[config.mk]
export PLATFORM = sky130hd
export DESIGN_NAME = miq_ctrl
export DESIGN_NICKNAME = d
export VERILOG_FILES = /design/src/miq_pkg.sv /design/src/miq_ctrl.sv
export SDC_FILE = /design/constraint.sdc
export NUM_CORES = 1
export LEC_CHECK = 0
export ABC_CLOCK_PERIOD_IN_PS = 4100
export BUFFER_PORTS_ARGS = -buffer_cell sky130_fd_sc_hd__buf_2
export CAP_MARGIN = 10
export CORE_AREA = 3 3 40 42
export DETAILED_ROUTE_END_ITERATION = 6
export DIE_AREA = 0 0 43 45
export GPL_TIMING_DRIVEN = 0
export MAX_ROUTING_LAYER = met4
export PLACE_DENSITY = 0.36
export SLEW_MARGIN = 30
export SYNTH_ARGS = -nofsm -noshare
export SYNTH_HDL_FRONTEND = slang
export SYNTH_SLANG_ARGS = --single-unit
[constraint.sdc]
create_clock -name clk -period 4.1 [get_ports clk]
set_clock_uncertainty 0.2 [all_clocks]
set_input_delay 0.205 -clock clk [delete_from_list [all_inputs] [get_ports clk]]
set_output_delay 0.205 -clock clk [all_outputs]
set_load 0.03 [all_outputs]
[src/miq_pkg.sv]
package miq_pkg;

  localparam int unsigned CMD_W = 2;
  localparam int unsigned STS_W = 2;
  localparam int unsigned VAL_W = 32;
  localparam int unsigned OCC_W = 11;

  localparam logic [CMD_W-1:0] CMD_APPEND   = 2'd0;
  localparam logic [CMD_W-1:0] CMD_PUSH_MID = 2'd1;
  localparam logic [CMD_W-1:0] CMD_POP      = 2'd2;

  localparam logic [STS_W-1:0] STS_OK    = 2'd0;
  localparam logic [STS_W-1:0] STS_EMPTY = 2'd1;
  localparam logic [STS_W-1:0] STS_FULL  = 2'd2;

  typedef struct packed {
    logic accept;
    logic move_rd;
    logic move_wr;
    logic load_out;
  } miq_cmd_t;

  typedef struct packed {
    logic need_move;
    logic out_free;
  } miq_sts_t;

endpackage

[src/miq_ctrl.sv]
module miq_ctrl (
  input  logic               clk,
  input  logic               rst_n,
  input  logic               in_valid,
  output logic               in_ready,
  input  miq_pkg::miq_sts_t  sts,
  output miq_pkg::miq_cmd_t  cmd
);
  import miq_pkg::*;

  typedef enum logic [3:0] {
    S_IDLE = 4'b0001,
    S_BAL  = 4'b0010,
    S_MOVE = 4'b0100,
    S_DONE = 4'b1000
  } state_t;

  state_t state_r, state_nxt;

  assign in_ready = (state_r == S_IDLE);

  always_comb begin
    state_nxt    = state_r;
    cmd          = '0;
    case (state_r)
      S_IDLE: begin
        if (in_valid) begin
          cmd.accept = 1'b1;
          state_nxt  = S_BAL;
        end
      end
      S_BAL: begin
        if (sts.need_move) begin
          cmd.move_rd = 1'b1;
          state_nxt   = S_MOVE;
        end else begin
          state_nxt = S_DONE;
        end
      end
      S_MOVE: begin
        cmd.move_wr = 1'b1;
        state_nxt   = S_DONE;
      end
      S_DONE: begin
        if (sts.out_free) begin
          cmd.load_out = 1'b1;
          state_nxt    = S_IDLE;
        end
      end
      default: state_nxt = S_IDLE;
    endcase
  end

  always_ff @(posedge clk) begin
    if (!rst_n) begin
      state_r <= S_IDLE;
    end else begin
      state_r <= state_nxt;
    end
  end

endmodule

# Word-level counts from Yosys, hierarchy flattened
# Index checks and enable logic that the tools add are counted.
dict set report totals {
  reg_bits 4
  inputBits 5
  out_inout_bits 5
  wordCells 19
}
dict set report op_classes {
  n_mux 11
  eq_ne 6
  n_reduce_logical 1
}
# op count
set ops {}
lappend ops {{$pmux W4 S4} 1}
lappend ops {{$mux W4} 3}
lappend ops {{$mux W1} 7}
lappend ops {{$eq A4 B1 Y1 const B} 1}
lappend ops {{$eq A4 B2 Y1 const B} 1}
lappend ops {{$eq A4 B3 Y1 const B} 1}
lappend ops {{$eq A4 B4 Y1 const B} 1}
lappend ops {{$ne A2 B2 Y1 const B} 2}
lappend ops {{$reduce_and A2 Y1} 1}

# Depth between registers and ports, before layout
# Gate-level depths: netlist of the first run.
dict set report depth {
  depth_word 3
  depth_mapped 4
  depth_no_buf 3
}

# Worst setup path before layout of the first run
# No wires, ideal clock.
dict set report synth_timing {
  kind {register -> output}
  start {reg state_r[3]}
  end {out cmd[3] in the netlist's numbering}
  path_slack_ns 1.682
  t_arrival_ns 2.013
  stages_incl_launch_ff 4
  path_buffers 1
  t_required_ns 3.695
  cell_sequence {dfxtp_1 > buf_6 > nor4b_1 > and2_1}
}
# item line
set synth_rtl {}
lappend synth_rtl {{from (decl)} miq_ctrl.sv:18} ;# state_t state_r, state_nxt;
lappend synth_rtl {{from (signal assigned)} miq_ctrl.sv:58} ;# state_r <= state_nxt;
lappend synth_rtl {{to (decl)} miq_ctrl.sv:7} ;# output miq_pkg::miq_cmd_t cmd

==> impl_metrics.tcl, run 1 <==
set metrics [dict create \
    n_antenna_cell 0 \
    die_y_um 45 \
    cp_cell_sequence "buf_4, nor4b_1, and2_1, buf_2" \
    cts_resized 0 \
    setup_viol 0 \
    slew_violations 0 \
    synth_nets 31 \
    drc 0 \
    grt.overflow.total 0 \
    fin_tns_setup_ns 0 \
    cts_buffers 3 \
    critical-path-max-stage-delay_ns 0.34 \
    setup.worst_path.end "cmd[3]" \
    outcome "complete, no violations" \
    reg2reg_to "state_r[3]" \
    grt_util_met3 0.0239 \
    cp-end-kind "primary output" \
    r2r-start "state_r[0]" \
    track_usage 0.0798 \
    vias_per_cell 4.58 \
    grt_first_pass_wirelength_um 1040 \
    cts_tree "done" \
    grt.met1_usage 0.0918 \
    p_leak_uw 0.000155 \
    postCtsSetupBuffers 0 \
    initial_core_util 0.204 \
    io_buffers 9 \
    ys_warn_count 0 \
    dr.pass1.iters 2 \
    syn_area_per_cell_um2 10.1 \
    cts_sinks 4 \
    fmax_ghz 0.555 \
    die_x_um 43 \
    use_met2 0.102 \
    rows 13 \
    postRouteWirelength_um 606 \
    ios 10 \
    startpoint_type "flip-flop" \
    clk_path_buf_depth 2 \
    crit_type "flip-flop to primary output" \
    stdcell_area_um2 348 \
    path_clk_slew_ns 0.04 \
    vias 243 \
    synth_area_um2 262 \
    largestRegisters "state_r (4)" \
    required_ns 3.69 \
    arrival_ns 1.40 \
    nets 45 \
    grt_max_degree 11 \
    antenna_found_initial 0 \
    wl_per_cell_um 11.4 \
    crit_fanout 10 \
    ir_drop_mv 0.0827 \
    slew_headroom 0.755 \
    hold_slack_ns 0.0163 \
    yosysSeqAreaShare 0.306 \
    crit_start "state_r[1]" \
    die_area_mm2 0.00194 \
    layout-drive-gt1-share 0.447 \
    cts_hold_buf 0 \
    post-route-period-util 0.439 \
    cts-root-buf "clkbuf_4" \
    largest_reg_flops 4 \
    dpl_cell_area_um2 325 \
    reg2reg_slack_ns 2.55 \
    grt.busiest_layer "met2" \
    hpwl_um 443 \
    hp-class "input pin to flip-flop" \
    synthCells 26 \
    ff2ff_path_depth 4 \
    core_area_mm2 0.00128 \
    worst_slew_pin_slew_ns 0.363 \
    cts_max_level 1 \
    area_growth_pct 33.0 \
    maxCapViolCount 0 \
    ys_types 15 \
    clk_latency_ns 0.23 \
    crit_cells 4 \
    dr.first_iter.drc_count 4 \
    grt_setup_unrepaired "false" \
    ys_seq_elements 4 \
    powerDensity_mw_per_mm2 443 \
    path_buf_inv 2 \
    grt_pass1_vias 225 \
    slowest_stage "nor4b_1" \
    mostFrequentLayoutCells "9 x buf_2, 4 x nor4b_1, 4 x dfxtp_1" \
    hold_viol 0 \
    top_register "state_r" \
    final_common_cell "buf_2" \
    min_period_ns 1.80 \
    place.gp.congestion 0.677 \
    postRouteAntennaNets 0 \
    path_delay_family "simple AND/OR/NAND/NOR gates" \
]
[kinds of logic (layout without fill, tap and decap cells)]
family,after synthesis,in the layout,synth area share
buffers and inverters,3,15,0.100
AO/OA/AOI/OAI,2,2,0.0670
XOR/XNOR,1,1,0.0335
AND/OR/NAND/NOR,16,16,0.493
flip-flops,4,4,0.306
[metal layers]
layer | wire length [um] | share of wire | up-vias
met5 | 0 | 0 | -
met4 | 12 | 0.020 | 0
met3 | 31 | 0.051 | 2
met2 | 277 | 0.46 | 5
met1 | 284 | 0.47 | 111
li1 | - | - | 125
[cells in the mapped netlist]
library cell	instances	area, um^2
dfxtp_1	4	80.1
nor4b_4	1	23.8
or4_1	1	7.51
xnor2_1	1	8.76
buf_4	2	15.0
and4b_1	1	10.0
nor4b_1	4	35.0
and2_1	2	12.5
buf_6	1	11.3
o311ai_0	1	8.76
o32ai_1	1	8.76
nor2_1	3	11.3
nor3_1	1	5.00
and4b_2	1	11.3
and3_1	2	12.5
[worst min-delay path by stage]
stage	start	to	slack [ns]	cells after the start
after floorplan	rst_n	state_r[0]	0.11	1
after global placement	rst_n	state_r[2]	0.25	2
after detailed placement	rst_n	state_r[0]	0.25	2
after CTS	rst_n	state_r[0]	0.01	2
after global routing	rst_n	state_r[0]	0.02	2
final	rst_n	state_r[0]	0.02	2
[report_power, final]
part           internal [uW]  total [uW]  switching, uW
combinational           25.4        60.9           35.4
sequential              43.8        45.3           1.46
clock                   32.7        47.8           15.1
[per-stage QoR]
stage          std cells  worst slack [ns]  total power [uW]  utilization
2_1_floorplan         26              1.68              93.1            -
3_3_place_gp          50              2.54               107        0.253
3_5_place_dp          50              2.54               107        0.253
4_1_cts               53              2.28               157        0.271
5_1_grt               53              2.23               163        0.271
6_report              53              2.30               154        0.271
[cell type report]
cell class / instances / area, um^2
multi-input cells: 19 / 155
repair buffers: 9 / 45.0
well taps: 15 / 18.8
fillers: 141 / 937
clock buffers: 3 / 22.5
plain buffers: 3 / 26.3
flip-flops and latches: 4 / 80.1
[worst register-to-register path, cell delays in order, from the launching register on]
cell and delay [ns]:
dfxtp_1 0.29, buf_4 0.16, nor4b_1 0.14, or4_1 0.46, and3_1 0.19
No activity file was read; power rests on OpenSTA's default activity.
==> run 2: changes to the inputs <==
--- a/config.mk
+++ b/config.mk
@@ -5,7 +5,8 @@
 export SDC_FILE = /design/constraint.sdc
 export NUM_CORES = 1
 export LEC_CHECK = 0
-export ABC_CLOCK_PERIOD_IN_PS = 4100
+export ABC_AREA = 1
+export ABC_CLOCK_PERIOD_IN_PS = 1800
 export BUFFER_PORTS_ARGS = -buffer_cell sky130_fd_sc_hd__buf_2
 export CAP_MARGIN = 10
 export CORE_AREA = 3 3 40 42
@@ -13,7 +14,7 @@
 export DIE_AREA = 0 0 43 45
 export GPL_TIMING_DRIVEN = 0
 export MAX_ROUTING_LAYER = met4
-export PLACE_DENSITY = 0.36
+export PLACE_DENSITY = 0.33
 export SLEW_MARGIN = 30
 export SYNTH_ARGS = -nofsm -noshare
 export SYNTH_HDL_FRONTEND = slang
==> constraint.sdc (replaced) <==
create_clock -name clk -period 1.8 [get_ports clk]
set_clock_uncertainty 0.2 [all_clocks]
set_input_delay 0.09 -clock clk [delete_from_list [all_inputs] [get_ports clk]]
set_output_delay 0.09 -clock clk [all_outputs]
set_load 0.03 [all_outputs]
==> run 2 against run 1 <==
Sequential cell count is the same. Critical path depth is 1 higher. Die area stayed put. Synthesized cell count rose by 38%. Critical endpoint is now cmd[2].
==> impl_metrics.tcl, run 2 <==
set metrics [dict create \
    track_usage 0.0669 \
    regArea_um2 80.1 \
    p_leak_uw 0.000202 \
    grt_max_degree 6 \
    mostFrequentLayoutCells "11 x inv_1, 9 x buf_2, 7 x nor2_1" \
    cts_buffers 3 \
    pwr-share-seq 0.362 \
    reg2reg_to "state_r[0]" \
    top_register "state_r" \
    io_buffers 9 \
    worst_slew_pin_slew_ns 0.214 \
    grt.overflow.total 0 \
    power_frac_comb 0.233 \
    synth_common_cells "11 x inv_1, 7 x nor2_1, 4 x dfxtp_1, 4 x nand2_1, 3 x nand3_1" \
    place.gp.congestion 0.604 \
    cts_sinks 4 \
    power_uw 271 \
    ys_warn_count 0 \
    fillerInstances 151 \
    synth.most_common_cell "inv_1" \
    maxCapViolCount 0 \
    dpl_cell_area_um2 289 \
    hold_slack_ns 0.0289 \
    dr.max_layer_used "met4" \
    place_ws_ns 0.601 \
    drc 0 \
    fin_tns_setup_ns 0 \
    route.met3.wl_um 34 \
    yosysTopAreaCell "dfxtp_1" \
    outcome "complete, no violations" \
    die_y_um 45 \
    post-route-period-util 0.794 \
    grt_setup_unrepaired "false" \
    slew_headroom 0.857 \
    switching_share 0.292 \
    antenna_found_initial 0 \
    slew_violations 0 \
    synth_edf_count 0 \
    setup_viol 0 \
    hp-class "input pin to flip-flop" \
    path_clk_slew_ns 0.03 \
    largestRegisters "state_r (4)" \
    cts_resized 0 \
    stdcell_area_um2 342 \
    rows 13 \
    timing.final.ws_setup_ns 0.371 \
    dr_wl_met2_um 207 \
    dr.pass1.iters 4 \
    internal_power_uw 192 \
    r2r-start "state_r[0]" \
    dr.first_iter.drc_count 2 \
    ys_seq_elements 4 \
    core_area_mm2 0.00128 \
    multi_input_area_um2 104 \
    fmax_ghz 0.700 \
    hp-start "sts[0]" \
    crit_fanout 3 \
    die_area_mm2 0.00194 \
    postRouteAntennaNets 0 \
    cts_max_level 1 \
    cts-root-buf "clkbuf_4" \
    min_period_ns 1.43 \
    cts_tree "done" \
    layout-drive-gt1-share 0.314 \
    ys_types 11 \
    synth_nets 41 \
    powerDensity_mw_per_mm2 793 \
    die_x_um 43 \
    clk_latency_ns 0.24 \
    nets 58 \
    whs_path_depth 5 \
    largest_reg_flops 4 \
    synthTopCellsByArea "dfxtp_1 36%, inv_1 18%, nor2_1 12%" \
    clockPowerShare 0.405 \
    hold_viol 0 \
    hpwl_um 399 \
    reg2reg_slack_ns 0.71 \
    synthFlopType "dfxtp_1" \
    grt_pass1_vias 251 \
    vias_per_cell 3.95 \
    synth.top_cell.area_share 0.356 \
    ir_drop_mv 0.209 \
    grt_first_pass_wirelength_um 862 \
    arrival_ns 1.14 \
    startpoint_type "flip-flop" \
    required_ns 1.51 \
    area_growth_pct 51.7 \
    yosysSeqAreaShare 0.356 \
    final_common_cell "inv_1" \
    synthCells 36 \
    ff2ff_path_depth 4 \
    syn_area_per_cell_um2 6.26 \
    cp-end-kind "primary output" \
    crit_type "flip-flop to primary output" \
    initial_core_util 0.175 \
    synthArstFlopShare 0 \
    drt-met1-wl_um 242 \
    clk_path_buf_depth 2 \
    p_sw_uw 79.1 \
    postRouteWirelength_um 512 \
    min_to "state_r[0]" \
    n_antenna_cell 0 \
    ios 10 \
    vias 261 \
    synth_area_um2 225 \
    wl_per_cell_um 7.76 \
]
[run 2: worst max-delay path by stage]
| stage | endpoint | startpoint | slack (ns) |
|---|---|---|---|
| 3_3_place_gp | cmd[2] | state_r[1] | 0.59 |
| 5_1_grt | cmd[1] | state_r[0] | 0.24 |
| 6_report | cmd[2] | state_r[1] | 0.37 |
| 2_1_floorplan | cmd[3] | state_r[2] | 0.53 |
| 3_5_place_dp | cmd[2] | state_r[1] | 0.60 |
| 4_1_cts | cmd[2] | state_r[1] | 0.35 |
[run 2: cell type report]
class / instances / share of cell area
Sequential cell: 4 / 0.234
Inverter: 11 / 0.121
Multi-Input combinational cell: 21 / 0.304
Tap cell: 15 / 0.0549
Clock buffer: 3 / 0.0659
Timing Repair Buffer: 12 / 0.220
[run 2: logic make-up after synthesis]
logic type      share of synthesized area
simple gates                        0.422
buf+inv                             0.183
flops                               0.356
compound gates                     0.0389
[run 2: metal layers]
| metal | track usage | up-vias |
|---|---|---|
| met5 | - | - |
| met4 | 0.0904 | 0 |
| met3 | 0.0239 | 3 |
| met2 | 0.0838 | 14 |
| met1 | 0.0699 | 108 |
| li1 | - | 136 |
[run 2: metrics by stage]
step,std cells,util
2_1_floorplan,36,-
3_5_place_dp,60,0.225
6_report,66,0.266
4_1_cts,66,0.266
5_1_grt,66,0.266
3_3_place_gp,60,0.225
[run 2: critical path, stage by stage (launching register included)]
cell and delay, ns:
dfxtp_1 0.33, inv_1 0.04, nor2_1 0.13, nand2_1 0.10
nor2_1 0.09, buf_2 0.20
[run 2: what timing repair did]
action	in CTS	in global routing
endpoints found under the hold margin	4	0
setup endpoints to repair	0	0
buffers inserted	0	0
hold buffers	3	0
[run 2: power by group through the flow]
stage	Combinational, uW	Sequential [uW]	Clock (uW)
6_report	63.0	98.0	110
5_1_grt	70.9	98.8	116
4_1_cts	64.0	98.1	112
3_5_place_dp	58.8	99.4	0
3_3_place_gp	59.5	99.4	0
2_1_floorplan	42.3	98.8	0
==> run 3: changes to the inputs <==
--- a/config.mk
+++ b/config.mk
@@ -6,7 +6,7 @@
 export NUM_CORES = 1
 export LEC_CHECK = 0
 export ABC_AREA = 1
-export ABC_CLOCK_PERIOD_IN_PS = 1800
+export ABC_CLOCK_PERIOD_IN_PS = 1300
 export BUFFER_PORTS_ARGS = -buffer_cell sky130_fd_sc_hd__buf_2
 export CAP_MARGIN = 10
 export CORE_AREA = 3 3 40 42
@@ -14,7 +14,7 @@
 export DIE_AREA = 0 0 43 45
 export GPL_TIMING_DRIVEN = 0
 export MAX_ROUTING_LAYER = met4
-export PLACE_DENSITY = 0.33
+export PLACE_DENSITY = 0.34
 export SLEW_MARGIN = 30
 export SYNTH_ARGS = -nofsm -noshare
 export SYNTH_HDL_FRONTEND = slang
==> constraint.sdc (replaced) <==
create_clock -name clk -period 1.3 [get_ports clk]
set_clock_uncertainty 0.2 [all_clocks]
set_input_delay 0.065 -clock clk [delete_from_list [all_inputs] [get_ports clk]]
set_output_delay 0.065 -clock clk [all_outputs]
set_load 0.03 [all_outputs]
==> run 3 against run 2 <==
Final area grew 28%. The run now ends with setup timing left. Non-clock buffer count increased by 5. Hold slack about the same. Sequential cell count did not move. Worst setup slack got worse by 0.41 ns. Critical path depth stayed put. Largest cell class is now non-clock buffers. Count of clock-buffer cells in the layout unchanged. Via count grew 10%. Total power is 56% higher. Combinational power grew 100%. Clock power grew 38%.
==> impl_metrics.tcl, run 3 (synthesis gave the netlist of run 2 again) <==
set metrics [dict create \
    cts_tree "done" \
    place.gp.congestion 0.596 \
    setup.worst_path.end "cmd[2]" \
    hold_viol 0 \
    clk_latency_ns 0.23 \
    post-route-period-util 1.03 \
    largestRegisters "state_r (4)" \
    dr.first_iter.drc_count 2 \
    cp_cell_sequence "inv_4, nor2_4, nand2_2, nor2_2, buf_6" \
    clk_path_buf_depth 2 \
    grt_pass1_vias 277 \
    n_antenna_cell 0 \
    path_buf_inv 2 \
    hpwl_um 387 \
    grt_setup_unrepaired "true" \
    path_delay_family "flip-flops" \
    crit_cells 5 \
    dr.pass1.iters 4 \
    die_y_um 45 \
    grt_first_pass_wirelength_um 1040 \
    fillerInstances 139 \
    power_frac_comb 0.304 \
    powerDensity_mw_per_mm2 968 \
    vias_per_cell 4.04 \
    vias 287 \
    worst_slew_pin_slew_ns 0.142 \
    hp-class "input pin to flip-flop" \
    timing.final.ws_setup_ns -0.0393 \
    die_x_um 43 \
    reg2reg_to "state_r[0]" \
    postRouteWirelength_um 623 \
    min_period_ns 1.34 \
    initial_core_util 0.175 \
    p_leak_uw 0.000233 \
    slew_headroom 0.905 \
    outcome "complete, but fails checks" \
    io_buffers 9 \
    largest_reg_flops 4 \
    ff2ff_path_depth 7 \
    drc 0 \
    ir_drop_mv 0.397 \
    required_ns 1.03 \
    maxCapViolCount 0 \
    cts_buffers 3 \
    arrival_ns 1.07 \
    rows 13 \
    startpoint_type "flip-flop" \
    internal_power_uw 297 \
    cts-root-buf "clkbuf_4" \
    cts_sinks 4 \
    hold_slack_ns 0.0293 \
    slew_violations 0 \
    area_growth_pct 93.9 \
    violations "setup timing" \
    slowest_stage "dfxtp_4" \
    top_register "state_r" \
    ios 10 \
    grt.overflow.total 0 \
    grt_max_degree 5 \
    r2r-start "state_r[1]" \
    crit_fanout 3 \
    clockPowerShare 0.360 \
    final_common_cell "inv_1" \
    path_clk_slew_ns 0.04 \
    wl_per_cell_um 8.77 \
    nets 63 \
    pwr-share-seq 0.336 \
    core_area_mm2 0.00128 \
    die_area_mm2 0.00194 \
    antenna_found_initial 0 \
    reg2reg_slack_ns 0.01 \
    track_usage 0.0798 \
    cp-end-kind "primary output" \
    fin_tns_setup_ns -0.0963 \
    setup_viol 4 \
    cts_max_level 1 \
    crit_start "state_r[1]" \
    critical-path-max-stage-delay_ns 0.36 \
    layout-drive-gt1-share 0.571 \
    postRouteAntennaNets 0 \
    p_sw_uw 126 \
    switching_share 0.298 \
    fmax_ghz 0.747 \
    crit_type "flip-flop to primary output" \
    mostFrequentLayoutCells "10 x inv_1, 8 x buf_4, 4 x nor2_2, 4 x buf_2" \
]
[run 3: worst register-to-register path, cell delays in order, from the launching register on]
cell	delay, ns
dfxtp_4	0.36
inv_4	0.04
nor2_4	0.11
nand2_2	0.07
buf_4	0.13
buf_4	0.13
nand4_1	0.08
nand2_1	0.06
[run 3: how the worst min path moves through the flow]
stage	start	end	slack [ns]	cells after the start
after floorplan	rst_n	state_r[3]	-0.04	2
after global placement	rst_n	state_r[3]	0.10	3
after detailed placement	rst_n	state_r[3]	0.11	3
after CTS	sts[0]	state_r[0]	0.01	5
after global routing	sts[0]	state_r[0]	0.07	5
final	sts[0]	state_r[0]	0.03	5
[run 3: cell type report]
type                    count  area [um^2]  area share
multi-input cells          21          129       0.295
inverters                  11         43.8       0.100
well taps                  15         18.8      0.0430
repair buffers             17          133       0.304
clock buffers               3         22.5      0.0516
flip-flops and latches      4         90.1       0.206
[run 3: power by group through the flow]
stage	clock network, uW	logic [uW]	registers [uW]
floorplan	0	58.5	137
global route	174	140	142
CTS	160	114	139
global placement	0	82.4	138
finish	152	129	142
detailed placement	0	80.8	138
[run 3: repair_timing]
action,in CTS,in global routing
buffers inserted,3,2
gates resized for setup,12,11
hold buffers,3,0
hold endpoints to repair,4,0
pin swaps,2,2
endpoints found under the setup margin,5,5
[run 3: through the flow]
step	utilization	setup slack (ns)	area [um^2]	total power [uW]	cells
2_1_floorplan	-	0.0597	225	195	36
3_3_place_gp	0.225	0.130	289	220	60
3_5_place_dp	0.225	0.138	289	219	60
4_1_cts	0.303	-0.0459	389	413	69
5_1_grt	0.340	-0.106	437	457	71
6_report	0.340	-0.0393	437	423	71
[run 3: routing by layer]
metal | vias to the layer above | global-route usage | part of all wire
met5 | - | - | 0
li1 | 148 | - | -
met2 | 12 | 0.123 | 0.49
met4 | 0 | 0.0904 | 0.030
met3 | 4 | 0.0279 | 0.085
met1 | 123 | 0.0723 | 0.39
